===== src/hw/rtl/pdsc_pkg.sv =====
// pdsc_pkg: widths, constants, register codes and shared types for the
// PD servo position controller. No dependencies.
package pdsc_pkg;

  // Field widths
  localparam int POS_W      = 16;
  localparam int TS_W       = 32;
  localparam int GAIN_W     = 16;
  localparam int LIMIT_W    = 7;
  localparam int CMD_W      = 8;
  localparam int DRIVE_W    = 8;

  // Configuration port
  localparam int CFG_IDX_W  = 2;
  localparam int CFG_DATA_W = 16;

  typedef enum logic [CFG_IDX_W-1:0] {
    REG_KP_GAIN     = 2'd0,
    REG_KD_GAIN     = 2'd1,
    REG_DRIVE_LIMIT = 2'd2
  } cfg_reg_t;

  localparam logic [GAIN_W-1:0]  KP_RESET    = 16'd614;
  localparam logic [GAIN_W-1:0]  KD_RESET    = 16'd51;
  localparam logic [LIMIT_W-1:0] LIMIT_RESET = 7'd100;

  // Derivative path
  localparam int DE_W       = POS_W + 1;          // error difference
  localparam int DE_MAG_W   = POS_W;              // |de| <= 65535
  localparam int SCALE_W    = 20;
  localparam logic [SCALE_W-1:0] DERIV_SCALE = 20'd1000000;
  localparam int NUM_W      = DE_MAG_W + SCALE_W; // dividend magnitude
  localparam int DEN_W      = TS_W;               // elapsed microseconds
  localparam int DERIV_W    = 42;                 // holds +-2^40
  localparam logic [DERIV_W-1:0] DERIV_SAT = DERIV_W'(1) << 40;

  // Gain products and their sum
  localparam int ACC_W      = 60;

  // Drive clamp and servo mapping
  localparam logic [LIMIT_W-1:0] DRIVE_MAX = 7'd100;
  localparam logic [CMD_W-1:0]   CMD_MAX   = 8'd180;
  localparam logic [CMD_W-1:0]   STOP_CMD  = 8'd90;
  localparam logic [CMD_W-1:0]   PUSH_UP   = 8'd102;
  localparam logic [CMD_W-1:0]   PUSH_DOWN = 8'd80;
  localparam logic [CMD_W-1:0]   UP_LO     = STOP_CMD + 8'd1;
  localparam logic [CMD_W-1:0]   UP_HI     = PUSH_UP - 8'd1;
  localparam logic [CMD_W-1:0]   DN_LO     = PUSH_DOWN + 8'd1;
  localparam logic [CMD_W-1:0]   DN_HI     = STOP_CMD - 8'd1;

  // floor(x * 180 / 200) == (x * 58986) >> 16 for x in 0..200
  localparam int MAP_SHIFT  = 16;
  localparam int MAP_PROD_W = 24;
  localparam logic [15:0] MAP_RECIP = 16'd58986;

  // Command to the serial multiply-accumulate unit
  typedef struct packed {
    logic start;  // load operands and begin a run
    logic clear;  // zero the accumulator at start
  } mac_cmd_t;

endpackage


===== src/hw/rtl/pdsc_if.sv =====
// pdsc_if: valid/ready channel interfaces for the servo controller's
// sample input and result output. Depends on pdsc_pkg.
interface pdsc_in_if;
  logic                                valid;
  logic                                ready;
  logic signed [pdsc_pkg::POS_W-1:0]   measured_position;
  logic signed [pdsc_pkg::POS_W-1:0]   target_position;
  logic                                reverse_direction;
  logic        [pdsc_pkg::TS_W-1:0]    timestamp_us;

  modport source (output valid, measured_position, target_position, reverse_direction,
                  timestamp_us, input ready);
  modport sink   (input valid, measured_position, target_position, reverse_direction,
                  timestamp_us, output ready);
  modport mon    (input valid, ready, measured_position, target_position,
                  reverse_direction, timestamp_us);
endinterface

interface pdsc_out_if;
  logic                                valid;
  logic                                ready;
  logic        [pdsc_pkg::CMD_W-1:0]   servo_command;
  logic signed [pdsc_pkg::DRIVE_W-1:0] drive_level;
  logic signed [pdsc_pkg::POS_W-1:0]   position_error;

  modport source (output valid, servo_command, drive_level, position_error, input ready);
  modport sink   (input valid, servo_command, drive_level, position_error, output ready);
  modport mon    (input valid, ready, servo_command, drive_level, position_error);
endinterface


===== src/hw/rtl/pdsc_div.sv =====
// pdsc_div: bit-serial restoring divider, one quotient bit per cycle.
// Depends on pdsc_pkg.
module pdsc_div (
  input  logic                          clk,
  input  logic                          rst_n,
  input  logic                          start,
  input  logic [pdsc_pkg::NUM_W-1:0]    dividend,
  input  logic [pdsc_pkg::DEN_W-1:0]    divisor,
  output logic                          done,
  output logic [pdsc_pkg::NUM_W-1:0]    quotient
);

  localparam int CNT_W = $clog2(pdsc_pkg::NUM_W);
  localparam logic [CNT_W-1:0] LAST_STEP = CNT_W'(pdsc_pkg::NUM_W - 1);

  logic                       busy_r;
  logic                       done_r;
  logic [CNT_W-1:0]           cnt_r;
  logic [pdsc_pkg::DEN_W-1:0] rem_r, rem_nxt;
  logic [pdsc_pkg::DEN_W-1:0] den_r;
  logic [pdsc_pkg::NUM_W-1:0] nq_r;     // dividend bits out, quotient bits in
  logic [pdsc_pkg::DEN_W:0]   trial;
  logic [pdsc_pkg::DEN_W:0]   diff;
  logic                       fits;

  // one restoring step: bring down the next dividend bit, try to subtract
  always_comb begin
    trial   = {rem_r, nq_r[pdsc_pkg::NUM_W-1]};
    diff    = trial - {1'b0, den_r};
    fits    = ~diff[pdsc_pkg::DEN_W];
    rem_nxt = fits ? diff[pdsc_pkg::DEN_W-1:0] : trial[pdsc_pkg::DEN_W-1:0];
  end

  // step control
  always_ff @(posedge clk) begin
    if (!rst_n) begin
      busy_r <= 1'b0;
      done_r <= 1'b0;
      cnt_r  <= '0;
    end else begin
      done_r <= 1'b0;
      if (start) begin
        busy_r <= 1'b1;
        cnt_r  <= '0;
      end else if (busy_r) begin
        cnt_r <= cnt_r + 1'b1;
        if (cnt_r == LAST_STEP) begin
          busy_r <= 1'b0;
          done_r <= 1'b1;
        end
      end
    end
  end

  // datapath shift registers
  always_ff @(posedge clk) begin
    if (start) begin
      rem_r <= '0;
      den_r <= divisor;
      nq_r  <= dividend;
    end else if (busy_r) begin
      rem_r <= rem_nxt;
      nq_r  <= {nq_r[pdsc_pkg::NUM_W-2:0], fits};
    end
  end

  assign done     = done_r;
  assign quotient = nq_r;

endmodule


===== src/hw/rtl/pdsc_mac.sv =====
// pdsc_mac: bit-serial multiply-accumulate, one gain bit per cycle.
// Signed multiplicand times unsigned gain, added to the accumulator. Depends on pdsc_pkg.
module pdsc_mac (
  input  logic                              clk,
  input  logic                              rst_n,
  input  pdsc_pkg::mac_cmd_t                cmd,
  input  logic signed [pdsc_pkg::ACC_W-1:0] mcand,
  input  logic        [pdsc_pkg::GAIN_W-1:0] mult,
  output logic                              done,
  output logic signed [pdsc_pkg::ACC_W-1:0] acc
);

  localparam int CNT_W = $clog2(pdsc_pkg::GAIN_W);
  localparam logic [CNT_W-1:0] LAST_STEP = CNT_W'(pdsc_pkg::GAIN_W - 1);

  logic                               busy_r;
  logic                               done_r;
  logic [CNT_W-1:0]                   cnt_r;
  logic signed [pdsc_pkg::ACC_W-1:0]  acc_r, acc_nxt;
  logic signed [pdsc_pkg::ACC_W-1:0]  mcand_r;
  logic        [pdsc_pkg::GAIN_W-1:0] mult_r;

  // add the shifted multiplicand when the current gain bit is set
  assign acc_nxt = mult_r[0] ? acc_r + mcand_r : acc_r;

  // step control
  always_ff @(posedge clk) begin
    if (!rst_n) begin
      busy_r <= 1'b0;
      done_r <= 1'b0;
      cnt_r  <= '0;
    end else begin
      done_r <= 1'b0;
      if (cmd.start) begin
        busy_r <= 1'b1;
        cnt_r  <= '0;
      end else if (busy_r) begin
        cnt_r <= cnt_r + 1'b1;
        if (cnt_r == LAST_STEP) begin
          busy_r <= 1'b0;
          done_r <= 1'b1;
        end
      end
    end
  end

  // operand shift registers and accumulator
  always_ff @(posedge clk) begin
    if (cmd.start) begin
      if (cmd.clear) begin
        acc_r <= '0;
      end
      mcand_r <= mcand;
      mult_r  <= mult;
    end else if (busy_r) begin
      acc_r   <= acc_nxt;
      mcand_r <= mcand_r <<< 1;
      mult_r  <= mult_r >> 1;
    end
  end

  assign done = done_r;
  assign acc  = acc_r;

endmodule


===== src/hw/rtl/pd_servo_position_controller.sv =====
// PD servo position controller, top level: sample front end, sequencer, clamp,
// servo mapping and output register. Uses pdsc_pkg, pdsc_if, pdsc_div, pdsc_mac.
// One sample at a time: input is ready only while the sequencer is idle. Each sample runs
//   through the 36-step serial divider (skipped when elapsed time is zero) and two 16-step
//   runs of the serial multiply-accumulate unit; a held result stalls the sequencer.
// Reset (synchronous, rst_n low): gains and limit to defaults, previous error
//   and last timestamp to zero, sequencer idle, no result pending.
module pd_servo_position_controller #(
  parameter int GAIN_FRAC_BITS = 8
) (
  input  logic                                clk,
  input  logic                                rst_n,
  pdsc_in_if.sink                             in_ch,
  pdsc_out_if.source                          out_ch,
  input  logic                                cfg_we,
  input  logic [pdsc_pkg::CFG_IDX_W-1:0]      cfg_index,
  input  logic [pdsc_pkg::CFG_DATA_W-1:0]     cfg_wdata
);

  localparam int POS_W   = pdsc_pkg::POS_W;
  localparam int ACC_W   = pdsc_pkg::ACC_W;
  localparam int DERIV_W = pdsc_pkg::DERIV_W;
  localparam int DE_W    = pdsc_pkg::DE_W;
  localparam logic signed [ACC_W-1:0] FRAC_MASK =
    ACC_W'((64'd1 << GAIN_FRAC_BITS) - 64'd1);

  typedef enum logic [8:0] {
    S_IDLE = 9'b000000001,
    S_PREP = 9'b000000010,
    S_MUL  = 9'b000000100,
    S_DIV  = 9'b000001000,
    S_MACD = 9'b000010000,
    S_WKD  = 9'b000100000,
    S_WKP  = 9'b001000000,
    S_CLMP = 9'b010000000,
    S_MAP  = 9'b100000000
  } state_t;

  state_t state_r, state_nxt;

  // configuration
  logic [pdsc_pkg::GAIN_W-1:0]  kp_r, kd_r;
  logic [pdsc_pkg::LIMIT_W-1:0] lim_r;

  // controller state
  logic signed [POS_W-1:0]          prev_err_r;
  logic        [pdsc_pkg::TS_W-1:0] last_ts_r;

  // captured sample
  logic signed [POS_W-1:0]          meas_r, tgt_r;
  logic                             rev_r;
  logic        [pdsc_pkg::TS_W-1:0] ts_r;

  // front end results
  logic signed [POS_W-1:0]              err_r;
  logic                                 de_neg_r;
  logic        [pdsc_pkg::DE_MAG_W-1:0] de_mag_r;
  logic        [pdsc_pkg::DEN_W-1:0]    el_r;

  logic signed [DERIV_W-1:0]            deriv_r;
  logic signed [ACC_W-1:0]              drive_r;
  logic signed [pdsc_pkg::DRIVE_W-1:0]  clamp_r;

  // output register
  logic                                 out_valid_r;
  logic        [pdsc_pkg::CMD_W-1:0]    out_cmd_r;
  logic signed [pdsc_pkg::DRIVE_W-1:0]  out_drive_r;
  logic signed [POS_W-1:0]              out_err_r;

  logic in_beat, out_free;

  assign in_ch.ready = (state_r == S_IDLE);
  assign in_beat     = in_ch.valid && in_ch.ready;
  assign out_free    = !out_valid_r || out_ch.ready;

  // configuration writes
  always_ff @(posedge clk) begin
    if (!rst_n) begin
      kp_r  <= pdsc_pkg::KP_RESET;
      kd_r  <= pdsc_pkg::KD_RESET;
      lim_r <= pdsc_pkg::LIMIT_RESET;
    end else if (cfg_we) begin
      case (pdsc_pkg::cfg_reg_t'(cfg_index))
        pdsc_pkg::REG_KP_GAIN:     kp_r  <= cfg_wdata;
        pdsc_pkg::REG_KD_GAIN:     kd_r  <= cfg_wdata;
        pdsc_pkg::REG_DRIVE_LIMIT: lim_r <= cfg_wdata[pdsc_pkg::LIMIT_W-1:0];
        default: ;
      endcase
    end
  end

  // front end: direction, saturated error, error change, elapsed time
  logic signed [DE_W-1:0]               tgt_ext, tgt_adj;
  logic signed [DE_W:0]                 diff;
  logic signed [POS_W-1:0]              err_sat;
  logic signed [DE_W-1:0]               de;
  logic        [pdsc_pkg::DE_MAG_W-1:0] de_mag;
  logic        [pdsc_pkg::DEN_W-1:0]    elapsed;

  always_comb begin
    tgt_ext = {tgt_r[POS_W-1], tgt_r};
    tgt_adj = rev_r ? -tgt_ext : tgt_ext;
    diff    = {tgt_adj[DE_W-1], tgt_adj} - {{2{meas_r[POS_W-1]}}, meas_r};
    if (diff[DE_W] != diff[DE_W-1] || diff[DE_W-1] != diff[POS_W-1]) begin
      err_sat = diff[DE_W] ? {1'b1, {(POS_W-1){1'b0}}} : {1'b0, {(POS_W-1){1'b1}}};
    end else begin
      err_sat = diff[POS_W-1:0];
    end
    de      = {err_sat[POS_W-1], err_sat} - {prev_err_r[POS_W-1], prev_err_r};
    de_mag  = de[DE_W-1] ? pdsc_pkg::DE_MAG_W'(-de) : de[pdsc_pkg::DE_MAG_W-1:0];
    elapsed = ts_r - last_ts_r;
  end

  // divider: |de| * 1e6 / elapsed
  logic                          div_start, div_done;
  logic [pdsc_pkg::NUM_W-1:0]    div_num, div_quo;
  logic                          el_zero;

  assign el_zero   = (el_r == '0);
  assign div_start = (state_r == S_MUL) && !el_zero;
  assign div_num   = pdsc_pkg::NUM_W'(de_mag_r) * pdsc_pkg::NUM_W'(pdsc_pkg::DERIV_SCALE);

  pdsc_div u_div (
    .clk      (clk),
    .rst_n    (rst_n),
    .start    (div_start),
    .dividend (div_num),
    .divisor  (el_r),
    .done     (div_done),
    .quotient (div_quo)
  );

  // signed derivative, from the quotient or saturated at zero elapsed time
  logic signed [DERIV_W-1:0] quo_ext, deriv_div, deriv_sat;

  always_comb begin
    quo_ext   = DERIV_W'(div_quo);
    deriv_div = de_neg_r ? -quo_ext : quo_ext;
    if (de_mag_r == '0) begin
      deriv_sat = '0;
    end else begin
      deriv_sat = de_neg_r ? -$signed(pdsc_pkg::DERIV_SAT) : $signed(pdsc_pkg::DERIV_SAT);
    end
  end

  // multiply-accumulate: kd * derivative, then + kp * error
  pdsc_pkg::mac_cmd_t          mac_cmd;
  logic signed [ACC_W-1:0]     mac_mcand, mac_acc;
  logic [pdsc_pkg::GAIN_W-1:0] mac_mult;
  logic                        mac_done;

  always_comb begin
    mac_cmd   = '0;
    mac_mcand = {{(ACC_W-DERIV_W){deriv_r[DERIV_W-1]}}, deriv_r};
    mac_mult  = kd_r;
    if (state_r == S_MACD) begin
      mac_cmd.start = 1'b1;
      mac_cmd.clear = 1'b1;
    end else if (state_r == S_WKD) begin
      mac_mcand     = {{(ACC_W-POS_W){err_r[POS_W-1]}}, err_r};
      mac_mult      = kp_r;
      mac_cmd.start = mac_done;
    end
  end

  pdsc_mac u_mac (
    .clk   (clk),
    .rst_n (rst_n),
    .cmd   (mac_cmd),
    .mcand (mac_mcand),
    .mult  (mac_mult),
    .done  (mac_done),
    .acc   (mac_acc)
  );

  // drop the gain fraction, rounding toward zero
  logic signed [ACC_W-1:0] trunc_sum, drive_nxt;

  always_comb begin
    trunc_sum = mac_acc + (mac_acc[ACC_W-1] ? FRAC_MASK : {ACC_W{1'b0}});
    drive_nxt = trunc_sum >>> GAIN_FRAC_BITS;
  end

  // clamp to +-min(limit, 100)
  logic [pdsc_pkg::LIMIT_W-1:0]        lim_eff;
  logic signed [ACC_W-1:0]             lim_pos, lim_neg;
  logic signed [pdsc_pkg::DRIVE_W-1:0] clamp_nxt;

  always_comb begin
    lim_eff = (lim_r > pdsc_pkg::DRIVE_MAX) ? pdsc_pkg::DRIVE_MAX : lim_r;
    lim_pos = $signed({{(ACC_W-pdsc_pkg::LIMIT_W){1'b0}}, lim_eff});
    lim_neg = -lim_pos;
    if (drive_r > lim_pos) begin
      clamp_nxt = pdsc_pkg::DRIVE_W'(lim_pos);
    end else if (drive_r < lim_neg) begin
      clamp_nxt = pdsc_pkg::DRIVE_W'(lim_neg);
    end else begin
      clamp_nxt = pdsc_pkg::DRIVE_W'(drive_r);
    end
  end

  // map drive to servo command, then push out of the deadband
  logic [pdsc_pkg::CMD_W-1:0]      map_idx, cmd_raw, cmd_nxt;
  logic [pdsc_pkg::MAP_PROD_W-1:0] map_prod;

  always_comb begin
    map_idx  = pdsc_pkg::CMD_W'(clamp_r) + pdsc_pkg::CMD_W'(pdsc_pkg::DRIVE_MAX);
    map_prod = pdsc_pkg::MAP_PROD_W'(map_idx) * pdsc_pkg::MAP_PROD_W'(pdsc_pkg::MAP_RECIP);
    cmd_raw  = map_prod[pdsc_pkg::MAP_SHIFT +: pdsc_pkg::CMD_W];
    cmd_nxt  = cmd_raw;
    if (err_r != '0) begin
      if (cmd_raw inside {[pdsc_pkg::UP_LO:pdsc_pkg::UP_HI]}) begin
        cmd_nxt = pdsc_pkg::PUSH_UP;
      end else if (cmd_raw inside {[pdsc_pkg::DN_LO:pdsc_pkg::DN_HI]}) begin
        cmd_nxt = pdsc_pkg::PUSH_DOWN;
      end
    end
  end

  // sequencer
  always_comb begin
    state_nxt = state_r;
    case (state_r)
      S_IDLE: if (in_beat) state_nxt = S_PREP;
      S_PREP: state_nxt = S_MUL;
      S_MUL:  state_nxt = el_zero ? S_MACD : S_DIV;
      S_DIV:  if (div_done) state_nxt = S_MACD;
      S_MACD: state_nxt = S_WKD;
      S_WKD:  if (mac_done) state_nxt = S_WKP;
      S_WKP:  if (mac_done) state_nxt = S_CLMP;
      S_CLMP: state_nxt = S_MAP;
      S_MAP:  if (out_free) state_nxt = S_IDLE;
      default: state_nxt = S_IDLE;
    endcase
  end

  // control state
  always_ff @(posedge clk) begin
    if (!rst_n) begin
      state_r     <= S_IDLE;
      prev_err_r  <= '0;
      last_ts_r   <= '0;
      out_valid_r <= 1'b0;
    end else begin
      state_r <= state_nxt;
      if (state_r == S_PREP) begin
        prev_err_r <= err_sat;
        last_ts_r  <= ts_r;
      end
      if (state_r == S_MAP && out_free) begin
        out_valid_r <= 1'b1;
      end else if (out_ch.ready) begin
        out_valid_r <= 1'b0;
      end
    end
  end

  // datapath registers
  always_ff @(posedge clk) begin
    if (in_beat) begin
      meas_r <= in_ch.measured_position;
      tgt_r  <= in_ch.target_position;
      rev_r  <= in_ch.reverse_direction;
      ts_r   <= in_ch.timestamp_us;
    end
    if (state_r == S_PREP) begin
      err_r    <= err_sat;
      de_neg_r <= de[DE_W-1];
      de_mag_r <= de_mag;
      el_r     <= elapsed;
    end
    if (state_r == S_MUL && el_zero) begin
      deriv_r <= deriv_sat;
    end else if (state_r == S_DIV && div_done) begin
      deriv_r <= deriv_div;
    end
    if (state_r == S_WKP && mac_done) begin
      drive_r <= drive_nxt;
    end
    if (state_r == S_CLMP) begin
      clamp_r <= clamp_nxt;
    end
    if (state_r == S_MAP && out_free) begin
      out_cmd_r   <= cmd_nxt;
      out_drive_r <= clamp_r;
      out_err_r   <= err_r;
    end
  end

  assign out_ch.valid          = out_valid_r;
  assign out_ch.servo_command  = out_cmd_r;
  assign out_ch.drive_level    = out_drive_r;
  assign out_ch.position_error = out_err_r;

endmodule


===== src/flat_wrapper.sv =====
// flat-port wrapper written by rule: the top's interface ports become plain ports
module pd_servo_position_controller_flat 
#(
  parameter int GAIN_FRAC_BITS = 8
)
  (clk, rst_n, cfg_we, cfg_index, cfg_wdata, in_ch_valid, in_ch_measured_position, in_ch_target_position, in_ch_reverse_direction, in_ch_timestamp_us, in_ch_ready, out_ch_valid, out_ch_servo_command, out_ch_drive_level, out_ch_position_error, out_ch_ready);
  pdsc_in_if in_ch_i ();
  pdsc_out_if out_ch_i ();
  input  logic clk;
  input  logic rst_n;
  input  logic cfg_we;
  input  logic [pdsc_pkg::CFG_IDX_W-1:0] cfg_index;
  input  logic [pdsc_pkg::CFG_DATA_W-1:0] cfg_wdata;
  input wire logic [$bits(in_ch_i.valid)-1:0] in_ch_valid;
  input wire logic [$bits(in_ch_i.measured_position)-1:0] in_ch_measured_position;
  input wire logic [$bits(in_ch_i.target_position)-1:0] in_ch_target_position;
  input wire logic [$bits(in_ch_i.reverse_direction)-1:0] in_ch_reverse_direction;
  input wire logic [$bits(in_ch_i.timestamp_us)-1:0] in_ch_timestamp_us;
  output wire logic [$bits(in_ch_i.ready)-1:0] in_ch_ready;
  output wire logic [$bits(out_ch_i.valid)-1:0] out_ch_valid;
  output wire logic [$bits(out_ch_i.servo_command)-1:0] out_ch_servo_command;
  output wire logic [$bits(out_ch_i.drive_level)-1:0] out_ch_drive_level;
  output wire logic [$bits(out_ch_i.position_error)-1:0] out_ch_position_error;
  input wire logic [$bits(out_ch_i.ready)-1:0] out_ch_ready;
  assign in_ch_i.valid = in_ch_valid;
  assign in_ch_i.measured_position = in_ch_measured_position;
  assign in_ch_i.target_position = in_ch_target_position;
  assign in_ch_i.reverse_direction = in_ch_reverse_direction;
  assign in_ch_i.timestamp_us = in_ch_timestamp_us;
  assign in_ch_ready = in_ch_i.ready;
  assign out_ch_valid = out_ch_i.valid;
  assign out_ch_servo_command = out_ch_i.servo_command;
  assign out_ch_drive_level = out_ch_i.drive_level;
  assign out_ch_position_error = out_ch_i.position_error;
  assign out_ch_i.ready = out_ch_ready;
  pd_servo_position_controller #(.GAIN_FRAC_BITS(GAIN_FRAC_BITS)) u_core (.clk(clk), .rst_n(rst_n), .in_ch(in_ch_i), .out_ch(out_ch_i), .cfg_we(cfg_we), .cfg_index(cfg_index), .cfg_wdata(cfg_wdata));
endmodule

===== config.mk =====
export PLATFORM = sky130hd
export DESIGN_NAME = pd_servo_position_controller_flat
export DESIGN_NICKNAME = d
export VERILOG_FILES = /design/src/hw/rtl/pdsc_pkg.sv /design/src/hw/rtl/pdsc_if.sv /design/src/hw/rtl/pdsc_div.sv /design/src/hw/rtl/pdsc_mac.sv /design/src/hw/rtl/pd_servo_position_controller.sv /design/src/flat_wrapper.sv
export SDC_FILE = /design/constraint.sdc
export NUM_CORES = 2
export LEC_CHECK = 0
export BUFFER_PORTS_ARGS = -buffer_cell sky130_fd_sc_hd__buf_2
export CAP_MARGIN = 0
export CORE_MARGIN = 2
export CORE_UTILIZATION = 55
export CTS_CLUSTER_DIAMETER = 120
export CTS_CLUSTER_SIZE = 8
export DETAILED_ROUTE_END_ITERATION = 6
export PLACE_DENSITY_LB_ADDON = 0.08
export SYNTH_ARGS = -nofsm -noshare
export SYNTH_HDL_FRONTEND = slang
export SYNTH_SLANG_ARGS = --single-unit
export TNS_END_PERCENT = 100

===== constraint.sdc =====
create_clock -name clk -period 7.3 [get_ports clk]
set_input_delay 0.365 -clock clk [delete_from_list [all_inputs] [get_ports clk]]
set_output_delay 0.365 -clock clk [all_outputs]
set_load 0.01 [all_outputs]

==> results.toml <==
[clocking]
clk_pin_slew_ps = 50
clk_latency_ps = 630
cts-root-buf = "clkbuf_16"
cts_tree = "built"
htree_levels = 3
clk_path_buf_depth = 3
post-cts-setup-buffer-count = 0
clock-sinks = 611
numCtsBuffers = 86

[power_and_ir_drop]
leakage_nw = 18.05
total_power_mw = 11.53
vdd_drop_max_mv = 0.2596
p_per_area_mw_per_mm2 = 259.8

[yosys]
synth_top_area_share_pct = 35.18
yosysSeqAreaShare_pct = 42.74
synth-seq-cells = 611
synthDistinctLibCells = 76
netlist_instances = 3972
yosys.area.top_type = "edfxtp_1"
netlist_area_sq_mm = 0.03944
synth_area_leaders = "edfxtp_1 35%, ha_1 13%, dfxtp_1 7.6%"
synthFlopType = "edfxtp_1"
ys_warn_count = 0
mappedNetlistNets = 4545
async_reset_ff_share_pct = 0
synth_edf_count = 462
avgSynthCellArea_sq_um = 9.929

[route]
drc = 0
routed_wirelength_um = 89600
vias = 29136
wl_per_cell_um = 17.30
firstDrtPassIters = 6
drt_iter0_drc = 1744
ant_nets = 0
vias_per_cell = 5.627

[final_layout]
diodes = 0
final_core_util_pct = 62.30
drive_gt1_share_pct = 7.308
layout.nets = 4739
syn_to_final_growth_pct = 12.53

[sta]
worst_pin_slew_ps = 1103
rsz0062_at_grt = "false"
relSlewSlack_pct = 26.49
final-setup-viol-count = 0
fmaxAchievable_mhz = 151.7
hold_viol_final = 0
tns_ps = 0
fin_crit_sh_pct = 90.32
slew_viol_final = 0
min_period_ps = 6593
clock_skew_ps = 18.95

[worst_setup_path]
critPathCaptureType = "register"
path_max_fanout = 12
cp.arrival_ps = 6960
r2r_slack_ps = 710
cp_top_family = "compound AO/OA/AOI/OAI gates"
cp.buffers_inverters = 1
critical-path-max-stage-delay_ps = 420
worstSetupStartpointType = "register"
path_class = "reg -> reg"
crit_required_ps = 7670
critPathSlowestCell = "edfxtp_1"

[place]
dp_hpwl_um = 64930
port_buffers = 121
routabilityCongestion = 0.9106

[die]
die-width_um = 271.8
initial_core_util_pct = 55.36
rows = 98
fp.dieArea_sq_mm = 0.07386
die_y_um = 271.8
coreArea_sq_mm = 0.07124
ios = 122

[grt]
grt-ovfl-total = 0
grt_max_degree = 94
grt_pass1_vias = 28321
track_usage_pct = 24.02
antenna_found_initial = 0
grt_pass1_wl_um = 144700

[run]
maxCapViolCount = 0

[run_status]
status = "finished, final reports clean"

[hold_path]
hold_path_class = "in -> reg"
## what timing repair did
action                                  4_1_cts  5_1_grt
gates resized for setup                       0        4
endpoints found under the setup margin        0        5
hold buffers                                 81        0
endpoints found under the hold margin        97        0
## final cells by class
| type | instances | area (sq um) |
|---|---|---|
| fill | 5922 | 26860 |
| sequential | 611 | 16860 |
| tap | 950 | 1189 |
| clock inverter | 6 | 102.6 |
| clock buffer | 144 | 2391 |
| multi-input combinational | 2960 | 21160 |
| inverter | 272 | 1021 |
| timing repair buffer | 235 | 1664 |
## registers in the layout, summed over array words and instances (netlist names), 32 cells and up
name / count
u_core.u_div.den_r: 32
u_core.u_div.quotient: 36
u_core.last_ts_r: 32
u_core.deriv_r: 42
u_core.u_mac.acc: 60
u_core.el_r: 32
u_core.ts_r: 32
u_core.u_div.rem_r: 32
u_core.drive_r: 52
u_core.u_mac.mcand_r: 60
## layer usage
layer  up-vias  GRT usage (%)  part of all wire (%)
met4         0          8.141                   2.9
met5         -              0                     0
met3       142          2.654                   3.5
met1     13805          32.37                    46
li1      14718              -                     -
met2       471          40.42                    47
## synthesized netlist by cell type (all sizes together), types with 114 or more instances
cell    count
a21oi     325
nand2     407
clkbuf    121
edfxtp    462
a21o      114
o21ai     219
xnor2     155
dfxtp     149
inv       272
ha        406
nor2      310
xor2      136
## power by group
group | leakage, nW | internal, mW | switching, mW
clock | 1.18 | 2.22 | 1.51
combinational | 11.5 | 1.61 | 2.17
sequential | 5.42 | 3.91 | 0.113
## cell families (layout without fill, tap and decap cells)
group | Yosys count | after routing | synth area share, %
AO/OA/AOI/OAI | 947 | 947 | 14.84
buffers and inverters | 401 | 657 | 3.817
XOR/XNOR | 291 | 291 | 6.462
flip-flops | 611 | 611 | 42.74
AND/OR/NAND/NOR | 1199 | 1199 | 14.28
multiplexers | 38 | 38 | 0.9771
adder cells (fa/ha/maj) | 485 | 485 | 16.89
## per-stage QoR
step | hold WS [ps] | setup slack (ps) | instance area, sq um | std cells
after global placement | 432.8 | 722.7 | 41060 | 4947
after detailed placement | 436.1 | 583.4 | 41060 | 4947
after global routing | 40.54 | 32.10 | 44380 | 5178
after CTS | 7.735 | 561.9 | 44370 | 5178
after floorplan | 426.8 | 1064 | 39440 | 3972
final | 34.83 | 706.6 | 44380 | 5178
## worst reg2reg max path, delay by kind of cell, from the launching register on
kind	cells	cell delay [ps]
adder cells (fa/ha/maj)	3	780
XOR/XNOR	3	610
buffers and inverters	1	210
AND/OR/NAND/NOR	10	1720
flip-flops	1	420
multiplexers	1	260
AO/OA/AOI/OAI	11	2350
## path summary, 6_finish.rpt
kind                    from  cells past startpoint                     end
min reg2reg  u_core.el_r[19]                      0  u_core.u_div.den_r[19]
max          u_core.tgt_r[5]                     29     u_core.de_mag_r[13]
min             cfg_wdata[5]                      3          u_core.kp_r[5]
max reg2reg  u_core.tgt_r[5]                     29     u_core.de_mag_r[13]
## cell usage in the layout (no fill, tap or decap), types with 42 or more instances in the layout
master and count:
nor2_1 308, buf_2 121, nand2_1 407, edfxtp_1 462
fa_1 79, xnor2_1 155, dfxtp_1 148, nand3_1 96
a21oi_1 324, clkbuf_1 57, clkbuf_16 87, nor2b_1 42
xor2_1 136, nand4_1 44, a21o_1 114, ha_1 406
o21ai_0 217, a31oi_1 53, nor3_1 69, dlygate4sd3_1 81
inv_1 269
(Power assumes the default switching activity.)
